**config.mk**
```make
export PLATFORM = sky130hd
export DESIGN_NAME = cpup_div
export DESIGN_NICKNAME = d
export VERILOG_FILES = /design/src/rtl/cpup_div.sv
export SDC_FILE = /design/constraint.sdc
export NUM_CORES = 2
export LEC_CHECK = 0
export CAP_MARGIN = 25
export CORE_ASPECT_RATIO = 0.7
export CORE_UTILIZATION = 35
export CTS_BUF_LIST = sky130_fd_sc_hd__clkbuf_8 sky130_fd_sc_hd__clkbuf_16
export CTS_CLUSTER_SIZE = 40
export DETAILED_ROUTE_END_ITERATION = 12
export DONT_BUFFER_PORTS = 1
export PLACE_DENSITY = 0.46
export SETUP_SLACK_MARGIN = 0.02
export SLEW_MARGIN = 20
export SYNTH_ARGS = -nofsm -noshare
export SYNTH_HDL_FRONTEND = slang
export SYNTH_SLANG_ARGS = --single-unit
```
**constraint.sdc**
```tcl
create_clock -name clk -period 5.3 [get_ports clk]
set_input_delay 1.06 -clock clk [delete_from_list [all_inputs] [get_ports clk]]
set_output_delay 1.06 -clock clk [all_outputs]
set_load 0.01 [all_outputs]
```
**src/rtl/cpup_div.sv**
```systemverilog
// Pipelined restoring divider, one quotient bit per register stage.
`timescale 1ns / 1ps

module cpup_div #(
    parameter int NW = 32,
    parameter int DW = 16
) (
    input  logic          clk,
    input  logic          en,
    input  logic [NW-1:0] num,
    input  logic [DW-1:0] den,
    output logic [NW-1:0] quo
);

    logic [NW-1:0] num_reg [1:NW-1];
    logic [DW-1:0] den_reg [1:NW-1];
    logic [DW-1:0] rem_reg [1:NW-1];
    logic [NW-1:0] quo_reg [1:NW];

    for (genvar k = 0; k < NW; k++)
    begin : g_stage
        logic [NW-1:0] s_num;
        logic [DW-1:0] s_den;
        logic [DW-1:0] s_rem;
        logic [NW-1:0] s_quo;
        logic [DW:0]   trial;
        logic [DW:0]   diff;
        logic          ge;

        if (k == 0)
        begin : g_first
            assign s_num = num;
            assign s_den = den;
            assign s_rem = '0;
            assign s_quo = '0;
        end
        else
        begin : g_mid
            assign s_num = num_reg[k];
            assign s_den = den_reg[k];
            assign s_rem = rem_reg[k];
            assign s_quo = quo_reg[k];
        end

        // Bring down the next dividend bit and try one subtraction.
        assign trial = {s_rem, s_num[NW-1-k]};
        assign diff  = trial - {1'b0, s_den};
        assign ge    = (trial >= {1'b0, s_den});

        always_ff @(posedge clk)
        begin
            if (en)
            begin
                quo_reg[k+1] <= {s_quo[NW-2:0], ge};
            end
        end

        if (k < NW - 1)
        begin : g_pass
            always_ff @(posedge clk)
            begin
                if (en)
                begin
                    num_reg[k+1] <= s_num;
                    den_reg[k+1] <= s_den;
                    rem_reg[k+1] <= ge ? diff[DW-1:0] : trial[DW-1:0];
                end
            end
        end
    end

    assign quo = quo_reg[NW];

endmodule

```
==> impl_metrics.ini <==
[grt]
grt-ovfl-total = 0
track_usage = 0.130
use_met1 = 0.203
grt_pass1_wl_um = 268000
grt_use_met3 = 0.0245
grt_util_met2 = 0.184
grt_pass1_vias = 46900
antenna_found_initial = 2
grt_start_max_net_pins = 244
busiest_layer = met1

[synth]
synth_edf_count = 2016
ys_ff_latch = 2016
syn_area_mm2 = 0.0894
ys_async_sr_fraction = 0
avgSynthCellArea_um2 = 14.2
synth.distinct_cells = 85
synth_seq_area_share = 0.677
ys.flop_type = edfxtp_1
yosysWarnings = 0
synthCells = 6284
synthesis.nets = 6862

[routing]
dr_total_vias = 48500
wl_um = 170000
drc = 0
wl_per_cell_um = 17.0
first_pass_iters = 5
route.antenna.remaining_nets = 0
avgViaCountPerCell = 4.85
drtIter0Drc = 3695

[power]
p_per_area_mw_per_mm2 = 569
power_leakage_nw = 38.3
internal_power_mw = 39.1
p_comb_frac = 0.332
seq_power_share = 0.407
p_total_mw = 57.5
ir_drop_mv = 0.250
clkPwrFrac = 0.261
p_switching_mw = 18.4
sw_frac_of_total = 0.320

[clock_tree]
postCtsSetupBuffers = 0
cts_resized = 0
h-tree-depth = 4
root_buffer = clkbuf_16
clock-sinks = 2016
insertion_delay_ns = 0.86
holdBufCountCts = 0
cts.path.max_buffers = 4
numCtsBuffers = 214
clkTransAtPathRegs_ns = 0.06
cts_tree = done

[critical_path]
worstPathMaxFanout = 184
cp_data_required_time_ns = 5.75
endpoint = quo_reg[0][640]
rr_startpoint = den_reg[0][49]
r2r_setup_slack_ns = 1.32
crit_type = in -> reg
r2r-end = rem_reg[0][71]
arrival_ns = 4.43
critPathLaunch = en
start_kind = input pin
reg2reg_depth = 11
endpoint_kind = register

[die]
ios = 82
die_w_um = 606
die-area_mm2 = 0.258
coreArea_mm2 = 0.253
die_h_um = 425
start_util = 0.354
rows = 154

[sta]
finalCritPeriodShare = 0.751
setup_viol_count_final = 0
slew_headroom = 0.314
rsz0062_at_grt = false
fin_ws_ns = 1.32
slew_viol_final = 0
max_freq_ghz = 0.251
hold_viol = 0
min_period_ns = 3.98
setup_tns_ns = 0
skew_ns = 0.0560
worstMarginPinSlew_ns = 1.03

[min_path]
hold_class = in -> reg

[final_layout]
largest_reg_flops = 528
final_common_cell = edfxtp_1
utilization = 0.399
layout_common_cells = 2016 x edfxtp_1, 680 x inv_1, 498 x ha_1
syn_to_final_growth_pct = 12.9
final_nets = 7043
finalNonFillerCells = 9984
drive_gt1_frac = 0.0923

[placed_design]
placedCellCount = 9596
place.gp.congestion = 0.825
place_ws_ns = 0.598
port_buffers = 0
dp_hpwl_um = 113000

[flow_run]
maxCapViolCount = 0

[run_status]
status = finished clean
[worst max-delay path: stages]
cell    delay (ns)
buf_16        0.42
buf_16        0.51
buf_16        0.69
buf_16        0.51
buf_16        0.45
[area by class of cell]
cell class	instances	area, µm²
fill	23500	152000
sequential	2016	60500
multi-input combinational	3535	26100
clock buffer	218	5460
tap	3354	4200
inverter	653	2450
clock inverter	162	1490
timing repair buffer	45	688
antenna	1	2.50
[stage by stage]
stage | cell area, µm² | hold slack [ns]
floorplan | 89400 | 0.400
CTS | 101000 | 0.184
global placement | 93800 | 0.400
detailed placement | 93800 | 0.405
finish | 101000 | 0.298
global route | 101000 | 0.193
[synthesized netlist by cell type (85+ instances only)]
master	n	area, µm²
ha_1	498	6230
nor2_1	314	1180
a21o_1	123	923
nor2b_1	87	544
nor3_1	95	475
xnor2_1	194	1700
edfxtp_1	2016	60500
o21a_1	85	638
a21oi_1	354	1770
xor2_1	139	1220
o21ai_0	314	1570
mux2_2	187	2110
nand2_1	330	1240
inv_1	653	2450
[logic make-up after synthesis]
logic type / synth area share
flops: 0.677
compound gates: 0.0876
simple gates: 0.0643
buf+inv: 0.0316
fa+ha+maj: 0.0764
xor+xnor: 0.0326
mux: 0.0305
[how the worst min path moves through the flow]
| stage | startpoint | depth (start not counted) | to |
|---|---|---|---|
| finish | num[10] | 0 | num_reg[0][42] |
| global route | num[10] | 0 | num_reg[0][42] |
| CTS | num[10] | 0 | num_reg[0][42] |
| detailed placement | num_reg[9][34] | 0 | num_reg[10][2] |
| global placement | quo_reg[0][824] | 0 | quo_reg[0][857] |
| floorplan | num_reg[9][32] | 0 | num_reg[10][0] |
[power by group through the flow]
stage / logic, mW / clock network, mW / registers, mW
3_5_place_dp: 18.9 / 0 / 23.8
4_1_cts: 19.1 / 15.7 / 23.5
5_1_grt: 21.4 / 16.3 / 23.7
2_1_floorplan: 14.7 / 0 / 22.9
6_report: 19.1 / 15.0 / 23.4
3_3_place_gp: 18.7 / 0 / 23.8
[routing by layer]
layer,part of all wire,vias up
met4,0.021,0
li1,-,23800
met5,0,-
met2,0.41,833
met1,0.52,23500
met3,0.048,261
Power figures use the tool's default switching activity.
