--- src/rtl/cpup_dly.sv ---
// Delay line that carries control bits beside a divider pipeline.
`timescale 1ns / 1ps

module cpup_dly #(
    parameter int W = 5,
    parameter int N = 32
) (
    input  logic         clk,
    input  logic         rst_n,
    input  logic         en,
    input  logic [W-1:0] d,
    output logic [W-1:0] q
);

    logic [W-1:0] tap_reg [0:N-1];

    always_ff @(posedge clk or negedge rst_n)
    begin
        if (!rst_n)
        begin
            for (int i = 0; i < N; i++)
            begin
                tap_reg[i] <= '0;
            end
        end
        else if (en)
        begin
            tap_reg[0] <= d;
            for (int i = 1; i < N; i++)
            begin
                tap_reg[i] <= tap_reg[i-1];
            end
        end
    end

    assign q = tap_reg[N-1];

endmodule

--- config.mk ---
export PLATFORM = sky130hd
export DESIGN_NAME = cpup_dly
export DESIGN_NICKNAME = d
export VERILOG_FILES = /design/src/rtl/cpup_dly.sv
export SDC_FILE = /design/constraint.sdc
export NUM_CORES = 1
export LEC_CHECK = 0
export BUFFER_PORTS_ARGS = -buffer_cell sky130_fd_sc_hd__buf_2
export CAP_MARGIN = 20
export CORE_MARGIN = 2
export CORE_UTILIZATION = 40
export CTS_CLUSTER_DIAMETER = 50
export CTS_CLUSTER_SIZE = 25
export DETAILED_ROUTE_END_ITERATION = 12
export PLACE_DENSITY = 0.52
export SLEW_MARGIN = 10
export SYNTH_ARGS = -nofsm -noshare
export SYNTH_HDL_FRONTEND = slang
export SYNTH_SLANG_ARGS = --single-unit
export TNS_END_PERCENT = 50
--- constraint.sdc ---
create_clock -name clk -period 1 [get_ports clk]
set_clock_uncertainty 0.15 [all_clocks]
set_input_delay 0.2 -clock clk [delete_from_list [all_inputs] [get_ports clk]]
set_output_delay 0.2 -clock clk [all_outputs]
set_load 0.02 [all_outputs]
==> results.toml, run 1 <==
[place]
io_buffers = 12
post_dp_cell_area_sq_mm = 0.006716
dp_hpwl_um = 4808
dp.cells = 560
gp_congestion = 0.6297

[worst_setup_path]
path_cells = "buf_6"
reg2reg_from = "q[1]"
crit_family = "flip-flops"
path_class = "register to output port"
crit_required_ns = 0.65
crit_path_start_kind = "register"
cp-end-kind = "output port"
worstPathArrival_ns = 0.95
slowest_delay_ns = 0.39
critPathSlowestCell = "dfrtp_1"
cp_max_fo = 2
ff2ff_path_depth = 2
r2r_end = "q[1]"
path_buf_inv = 1
ff2ff_setup_slack_ns = -0.05

[sta]
post-route-period-util_pct = 129.8
tns_ns = -1.548
rsz0062_at_grt = "yes"
worstMarginPinSlew_ns = 0.2628
hold_viol_final = 1
relSlewSlack_pct = 82.48
layout_min_cycle_time_ns = 1.298
setup_violations = 7
final_max_slew_viol_count = 0
timing.hold.ws_ns = -0.006588
worst_slack_ns = -0.2980
fmax_ghz = 0.7704

[route]
wl_per_cell_um = 13.70
drcViolationCount = 0
antenna_left = 0
drt_iter0_markers = 130
totalWireLength_um = 8220
dr.pass1.iters = 4
vias_per_cell = 4.530
num_vias = 2718

[die]
die_w_um = 130.3
chipHeight_um = 130.3
rows = 46
core_sq_mm = 0.01571
die-area_sq_mm = 0.01699
ios = 13
start_util_pct = 40.63

[clock_tree]
clk_pin_slew_ns = 0.06
cts.sinks = 160
cts_tree = "built"
clock_latency_ns = 0.42
clock_path_buffers = 2
htree_levels = 4
cts_buffers = 17
postCtsHoldBufs = 6
cts_root_buffer = "clkbuf_16"

[global_route]
grt_overflow = 0
antenna_found_initial = 0
grt_pass1_vias = 2979
grt_pass1_wl_um = 14550
grt_max_degree = 50
grt_util_all_layers_pct = 11.27

[final_layout]
largest_reg_flops = 155
drive_gt1_share_pct = 56.51
final_cells = 600
fin_area_sq_mm = 0.007426
area_delta_synth_final_pct = 16.33
fillers = 1347
multi_input_area_sq_mm = 0.002177
seq_area_sq_mm = 0.004004
fin_nets = 379
n_antenna_cell = 0

[power]
cellPowerDensity_mw_per_mm2 = 2795
p_leak_nw = 3.569
irDropWorstVdd_mv = 1.285

[yosys]
yosysTopAreaCellShare_pct = 62.72
yosys.area.top_type = "dfrtp_1"
ys_seq_area_share_pct = 62.72
synth-warning-count = 0
synth-seq-cells = 160
synth.cell_area_sq_mm = 0.006384
syn-num-nets = 351
synth_cell_types = 6
syn-instance-count = 343
synthTopCellsByArea = "dfrtp_1, mux2_4, mux2_2, buf_6, buf_4"
synth_area_per_cell_sq_um = 18.61

[worst_hold_path]
worstHoldStart = "en"
min_to = "tap_reg[109]"
holdPathStages = 2
holdCritPathClass = "input port to register"

[status]
violations = "hold timing, setup timing"
status = "finished, violations left"

[job]
cap_violations = 0
repair_timing:
action,in CTS,in global routing
endpoints found under the hold margin,166,1
buffers inserted,1,1
resized for setup,4,6
cloned,0,0
endpoints found under the setup margin,5,6
cells in the mapped netlist, drive strengths merged:
| cell | instances |
|---|---|
| buf | 23 |
| dfrtp | 160 |
| mux2 | 160 |
worst reg2reg max path: stages (launching register included):
cell,delay (ns)
dfrtp_1,0.39
buf_4,0.14
mux2_4,0.26
metrics by stage:
stage / hold WS [ns] / setup WS, ns / util, % / power, mW
global placement: -0.1143 / -0.2783 / 42.75 / 14.24
finish: -0.006588 / -0.2980 / 47.26 / 20.75
floorplan: -0.2456 / -0.1573 / - / 13.57
global route: -0.01578 / -0.3411 / 47.26 / 21.98
detailed placement: -0.1150 / -0.2768 / 42.75 / 14.44
CTS: -0.02152 / -0.3310 / 47.09 / 21.07
how the worst max path moves through the flow:
stage / slack [ns] / to / cells after the start / startpoint
after floorplan: -0.16 / tap_reg[100] / 4 / en
after global routing: -0.34 / q[0] / 1 / q[0]
after CTS: -0.33 / q[1] / 1 / q[1]
after global placement: -0.28 / tap_reg[114] / 3 / en
after detailed placement: -0.28 / tap_reg[114] / 3 / en
final: -0.30 / q[1] / 1 / q[1]
power by group:
group | switching, mW | leakage (nW) | total, mW | internal (mW)
Sequential | 1.35 | 1.99 | 10.4 | 9.01
Clock | 2.42 | 0.287 | 6.42 | 3.99
Combinational | 0.922 | 1.29 | 3.99 | 3.06
area by class of cell:
type                            count  area share, %
Tap cell                          216          3.639
Clock buffer                       23          6.706
Timing Repair Buffer               32          5.004
Multi-Input combinational cell    160          29.32
Sequential cell                   160          53.92
Clock inverter                      9          1.415
per-layer routing:
metal,global-route usage (%),wire [um]
met1,14.80,4063
met4,5.820,182
met3,4.182,250
met2,16.42,3722
met5,0,0
cell families (layout without fill, tap and decap cells):
kind of cell | after synthesis | in the layout | synth area share (%)
buffers and inverters | 23 | 64 | 3.175
multiplexers | 160 | 160 | 34.10
flip-flops | 160 | 160 | 62.72
cells in the final DEF, fill, tap and decap left out:
cell and instances:
bufinv_16 2, dlygate4sd3_1 6, buf_2 5, clkbuf_8 6, buf_4 6, dfrtp_1 160, clkinv_2 3, mux2_2 60
mux2_4 100, clkbuf_16 17, clkbuf_1 1, buf_6 6, clkinvlp_4 4, buf_12 8
Note: power is estimated with default switching activity, not from simulation.
==> run 2: changes to the inputs <==
- CORE_UTILIZATION: 40 -> 25
- PLACE_DENSITY: 0.52 -> 0.36
==> run 2 against run 1 <==
  * The flow finishes with violations (setup timing)
  * First-iteration DRC count down 10%
  * Sequential power about the same
  * Power decreased by 0.25%
  * Routed wire length rose by 7.7%
  * Register-to-register slack better by 0.03 ns
  * Global-route usage down 3.7 points
  * Die area grew 58%
  * Clock power about the same
  * Hold slack improved by 0.20 ns
  * Fmax decreased by 0.21%
  * Largest power group unchanged
==> results.toml, run 2 (synthesis results as in run 1) <==
[status]
status = "finished, violations left"
violations = "setup timing"

[final_layout]
fin_area_sq_mm = 0.007531
largest_reg_flops = 155
final_util_pct = 29.99
drive_gt1_share_pct = 56.66
fin_nets = 379
final_common_cell = "dfrtp_1"
n_antenna_cell = 0
final_cell_mix = "dfrtp_1, mux2_4, mux2_2"
area_delta_synth_final_pct = 17.97
final_cells = 713

[worst_setup_path]
path_buf_inv = 1
slowest_delay_ns = 0.38
critPathSlowestCell = "dfrtp_1"
path_class = "register to output port"
worstPathArrival_ns = 0.95
crit_required_ns = 0.65
path_cells = "buf_4"
startpoint = "q[3]"
cp_max_fo = 2
cp-end-kind = "output port"
crit_path_start_kind = "register"
crit_family = "flip-flops"
reg2reg_from = "q[3]"

[sta]
setup_violations = 6
final_max_slew_viol_count = 0
worstMarginPinSlew_ns = 0.3408
hold_viol_final = 0
layout_min_cycle_time_ns = 1.301
tns_ns = -1.505
timing.hold.ws_ns = 0.1886
relSlewSlack_pct = 77.28
fmax_ghz = 0.7688
post-route-period-util_pct = 130.1
worst_slack_ns = -0.3007
rsz0062_at_grt = "yes"

[die]
ios = 13
rows = 58
start_util_pct = 25.42
core_sq_mm = 0.02511
die-area_sq_mm = 0.02683
chipHeight_um = 163.8
die_w_um = 163.8

[clock_tree]
clock_path_buffers = 2
clock_latency_ns = 0.41
cts_buffers = 17
htree_levels = 4
cts.sinks = 160
cts_root_buffer = "clkbuf_16"
clk_pin_slew_ns = 0.06
cts_tree = "built"

[global_route]
grt_pass1_wl_um = 15850
grt_max_degree = 63
antenna_found_initial = 0
grt_util_all_layers_pct = 7.523
grt_pass1_vias = 3066
grt_overflow = 0

[power]
cellPowerDensity_mw_per_mm2 = 2749
irDropWorstVdd_mv = 1.070
power_mw = 20.70
p_leak_nw = 3.564

[route]
num_vias = 2747
wl_per_cell_um = 12.41
totalWireLength_um = 8850
antenna_left = 0
vias_per_cell = 3.853
dr.pass1.iters = 4
drcViolationCount = 0
drt_iter0_markers = 117

[place]
dp_hpwl_um = 5039
post_dp_cell_area_sq_mm = 0.006867
dp.cells = 675
gp_congestion = 0.6221
io_buffers = 12
pre_cts_ws_ns = -0.2796

[job]
cap_violations = 0

[worst_hold_path]
holdCritPathClass = "input port to asynchronous set/reset pin"
-- run 2: cell types whose count changed in the layout (fill, tap and decap cells not counted), sizes merged --
cell | previous run | this run
clkbuf | 24 | 18
clkinv | 3 | 6
clkinvlp | 4 | 1
inv | 0 | 5
-- run 2: path summary, 6_finish.rpt --
| path | slack [ns] | depth (start not counted) | end |
|---|---|---|---|
| setup / recovery | -0.30 | 1 | q[3] |
| hold / removal | 0.19 | 3 | tap_reg[95] |
| setup reg to reg | -0.02 | 2 | q[3] |
| hold reg to reg | 0.35 | 1 | tap_reg[74] |
| max in group asynchronous | 0.17 | 3 | q[2] |
| min in group clk | 0.19 | 3 | tap_reg[144] |
-- run 2: timing repair --
action / in CTS / in global routing
resized for setup: 4 / 1
hold endpoints to repair: 165 / 0
endpoints found under the setup margin: 5 / 5
setup buffers: 0 / 1
cloned: 0 / 0
hold buffers: 6 / 0
-- run 2: final cells by class --
| type | count | area [sq um] |
|---|---|---|
| fill | 2510 | 17580 |
| tap | 330 | 412.9 |
| clock buffer | 17 | 425.4 |
| sequential | 160 | 4004 |
| multi-input combinational | 160 | 2177 |
| clock inverter | 14 | 156.4 |
| timing repair buffer | 32 | 355.3 |
-- run 2: report_power, final --
part / leakage (nW) / switching (mW) / internal, mW
Combinational: 1.29 / 0.918 / 3.05
Sequential: 1.99 / 1.33 / 9.00
Clock: 0.285 / 2.69 / 3.71
-- run 2: metal layers --
layer  part of all wire, %  up-vias  wire [um]  global-route usage (%)
met1                    51     1458       4490                   9.955
met4                   1.3        0        111                   2.990
met3                   3.4        8        302                   3.106
met5                     0        -          0                       0
li1                      -     1261          -                       -
met2                    45       20       3946                   10.89
==> run 3: changes to the inputs <==
- CORE_UTILIZATION: 25 -> 45
- PLACE_DENSITY: 0.36 -> default
- PLACE_DENSITY_LB_ADDON: default -> 0.15
==> run 3 against run 2 <==
  * The run still ends with setup timing left
  * Core utilization increased by 24 points
  * Combinational power about the same
  * Via count decreased by 2.4%
  * First-iteration DRC count increased by 35%
  * Count of clock-buffer cells in the layout increased by 3
  * Largest cell class unchanged
==> results.toml, run 3 (synthesis results as in run 1) <==
[status]
status = "finished, violations left"
violations = "setup timing"

[power]
cellPowerDensity_mw_per_mm2 = 2883
irDropWorstVdd_mv = 1.559
power_mw = 21.43
p_leak_nw = 3.600

[global_route]
grt_pass1_wl_um = 13980
grt_overflow = 0
grt_util_all_layers_pct = 12.03
antenna_found_initial = 0
grt_pass1_vias = 2785
grt_max_degree = 39

[place]
post_dp_cell_area_sq_mm = 0.006684
pre_cts_ws_ns = -0.2777
dp_hpwl_um = 4591
gp_congestion = 0.6413
io_buffers = 12

[final_layout]
n_antenna_cell = 0
final_cell_mix = "dfrtp_1, mux2_4, mux2_2"
fillers = 1102
multi_input_area_sq_mm = 0.002177
area_delta_synth_final_pct = 16.46
final_util_pct = 53.56
seq_area_sq_mm = 0.004004
drive_gt1_share_pct = 56.02
final_common_cell = "dfrtp_1"
largest_reg_flops = 155
fin_area_sq_mm = 0.007435
fin_nets = 378

[clock_tree]
htree_levels = 4
cts.sinks = 160
cts_root_buffer = "clkbuf_16"
clock_path_buffers = 2
clock_latency_ns = 0.41
cts_tree = "built"
clk_pin_slew_ns = 0.06
cts_buffers = 17

[sta]
post-route-period-util_pct = 129.1
relSlewSlack_pct = 84.24
layout_min_cycle_time_ns = 1.291
worst_slack_ns = -0.2909
setup_violations = 6
final_max_slew_viol_count = 0
hold_viol_final = 0
fmax_ghz = 0.7747
rsz0062_at_grt = "yes"
tns_ns = -1.454
worstMarginPinSlew_ns = 0.2365

[route]
wl_per_cell_um = 14.04
vias_per_cell = 4.769
totalWireLength_um = 7891
dr.pass1.iters = 4
num_vias = 2680
antenna_left = 0
drt_iter0_markers = 158
drcViolationCount = 0

[worst_setup_path]
crit_family = "flip-flops"
crit_path_start_kind = "register"
path_class = "register to output port"
critPathSlowestCell = "dfrtp_1"
crit_required_ns = 0.65
path_buf_inv = 1
worstPathArrival_ns = 0.94
slowest_delay_ns = 0.39
cp-end-kind = "output port"
path_cells = "buf_6"
cp_max_fo = 2

[die]
die_w_um = 123.1
die-area_sq_mm = 0.01515
ios = 13
rows = 43
chipHeight_um = 123.1
core_sq_mm = 0.01388
start_util_pct = 45.99

[worst_hold_path]
holdCritPathClass = "input port to asynchronous set/reset pin"

[job]
cap_violations = 0
==> run 3: cell count changes in the layout (fill, tap and decap cells not counted) <==
cell       previous run  this run
inv_6                 5         0
bufinv_16             2         6
buf_4                 7         4
clkinv_4              4         1
buf_6                 3         5
clkbuf_1              0         2
buf_12                8         9
buf_2                 7         6
clkbuf_8              1         2
clkinv_2              2         3
==> run 3: final timing paths <==
path / startpoint / to / slack [ns] / cells past startpoint
setup / recovery: q[0] / q[0] / -0.29 / 1
hold / removal: rst_n / tap_reg[50] / 0.05 / 2
setup reg to reg: q[2] / q[2] / -0.04 / 2
hold reg to reg: tap_reg[24] / tap_reg[19] / 0.34 / 1
max in group asynchronous: rst_n / tap_reg[23] / 0.19 / 3
min in group clk: en / tap_reg[159] / 0.18 / 3
==> run 3: stage by stage <==
stage               hold slack [ns]  std cells
global placement           -0.08925        524
detailed placement         -0.08834        524
CTS                         0.04960        562
finish                      0.05000        562
floorplan                   -0.2456        343
global route                0.05773        562
==> run 3: metal layers <==
| layer | GRT usage [%] | up-vias | share of wire, % |
|---|---|---|---|
| met5 | 0 | - | 0 |
| met4 | 5.114 | 0 | 1.2 |
| met3 | 4.428 | 9 | 3.0 |
| met2 | 16.26 | 24 | 45 |
| met1 | 17.36 | 1400 | 51 |
| li1 | - | 1247 | - |
==> run 3: timing repair <==
action                                  4_1_cts  5_1_grt
endpoints found under the hold margin       165        0
hold buffers                                  6        0
endpoints found under the setup margin        5        6
setup buffers                                 1        0
resized for setup                             7        1
==> run 3: area by class of cell <==
class	instances	share of cell area (%)
Timing Repair Buffer	31	4.981
Tap cell	180	3.029
Multi-Input combinational cell	160	29.28
Clock buffer	20	6.008
Clock inverter	11	2.844
Sequential cell	160	53.85
==> run 3: where the power goes <==
| part | internal, mW | switching (mW) | leakage, nW |
|---|---|---|---|
| Sequential | 9.01 | 1.34 | 1.99 |
| Combinational | 3.06 | 0.913 | 1.29 |
| Clock | 4.72 | 2.39 | 0.320 |
| Total | 16.8 | 4.64 | 3.60 |
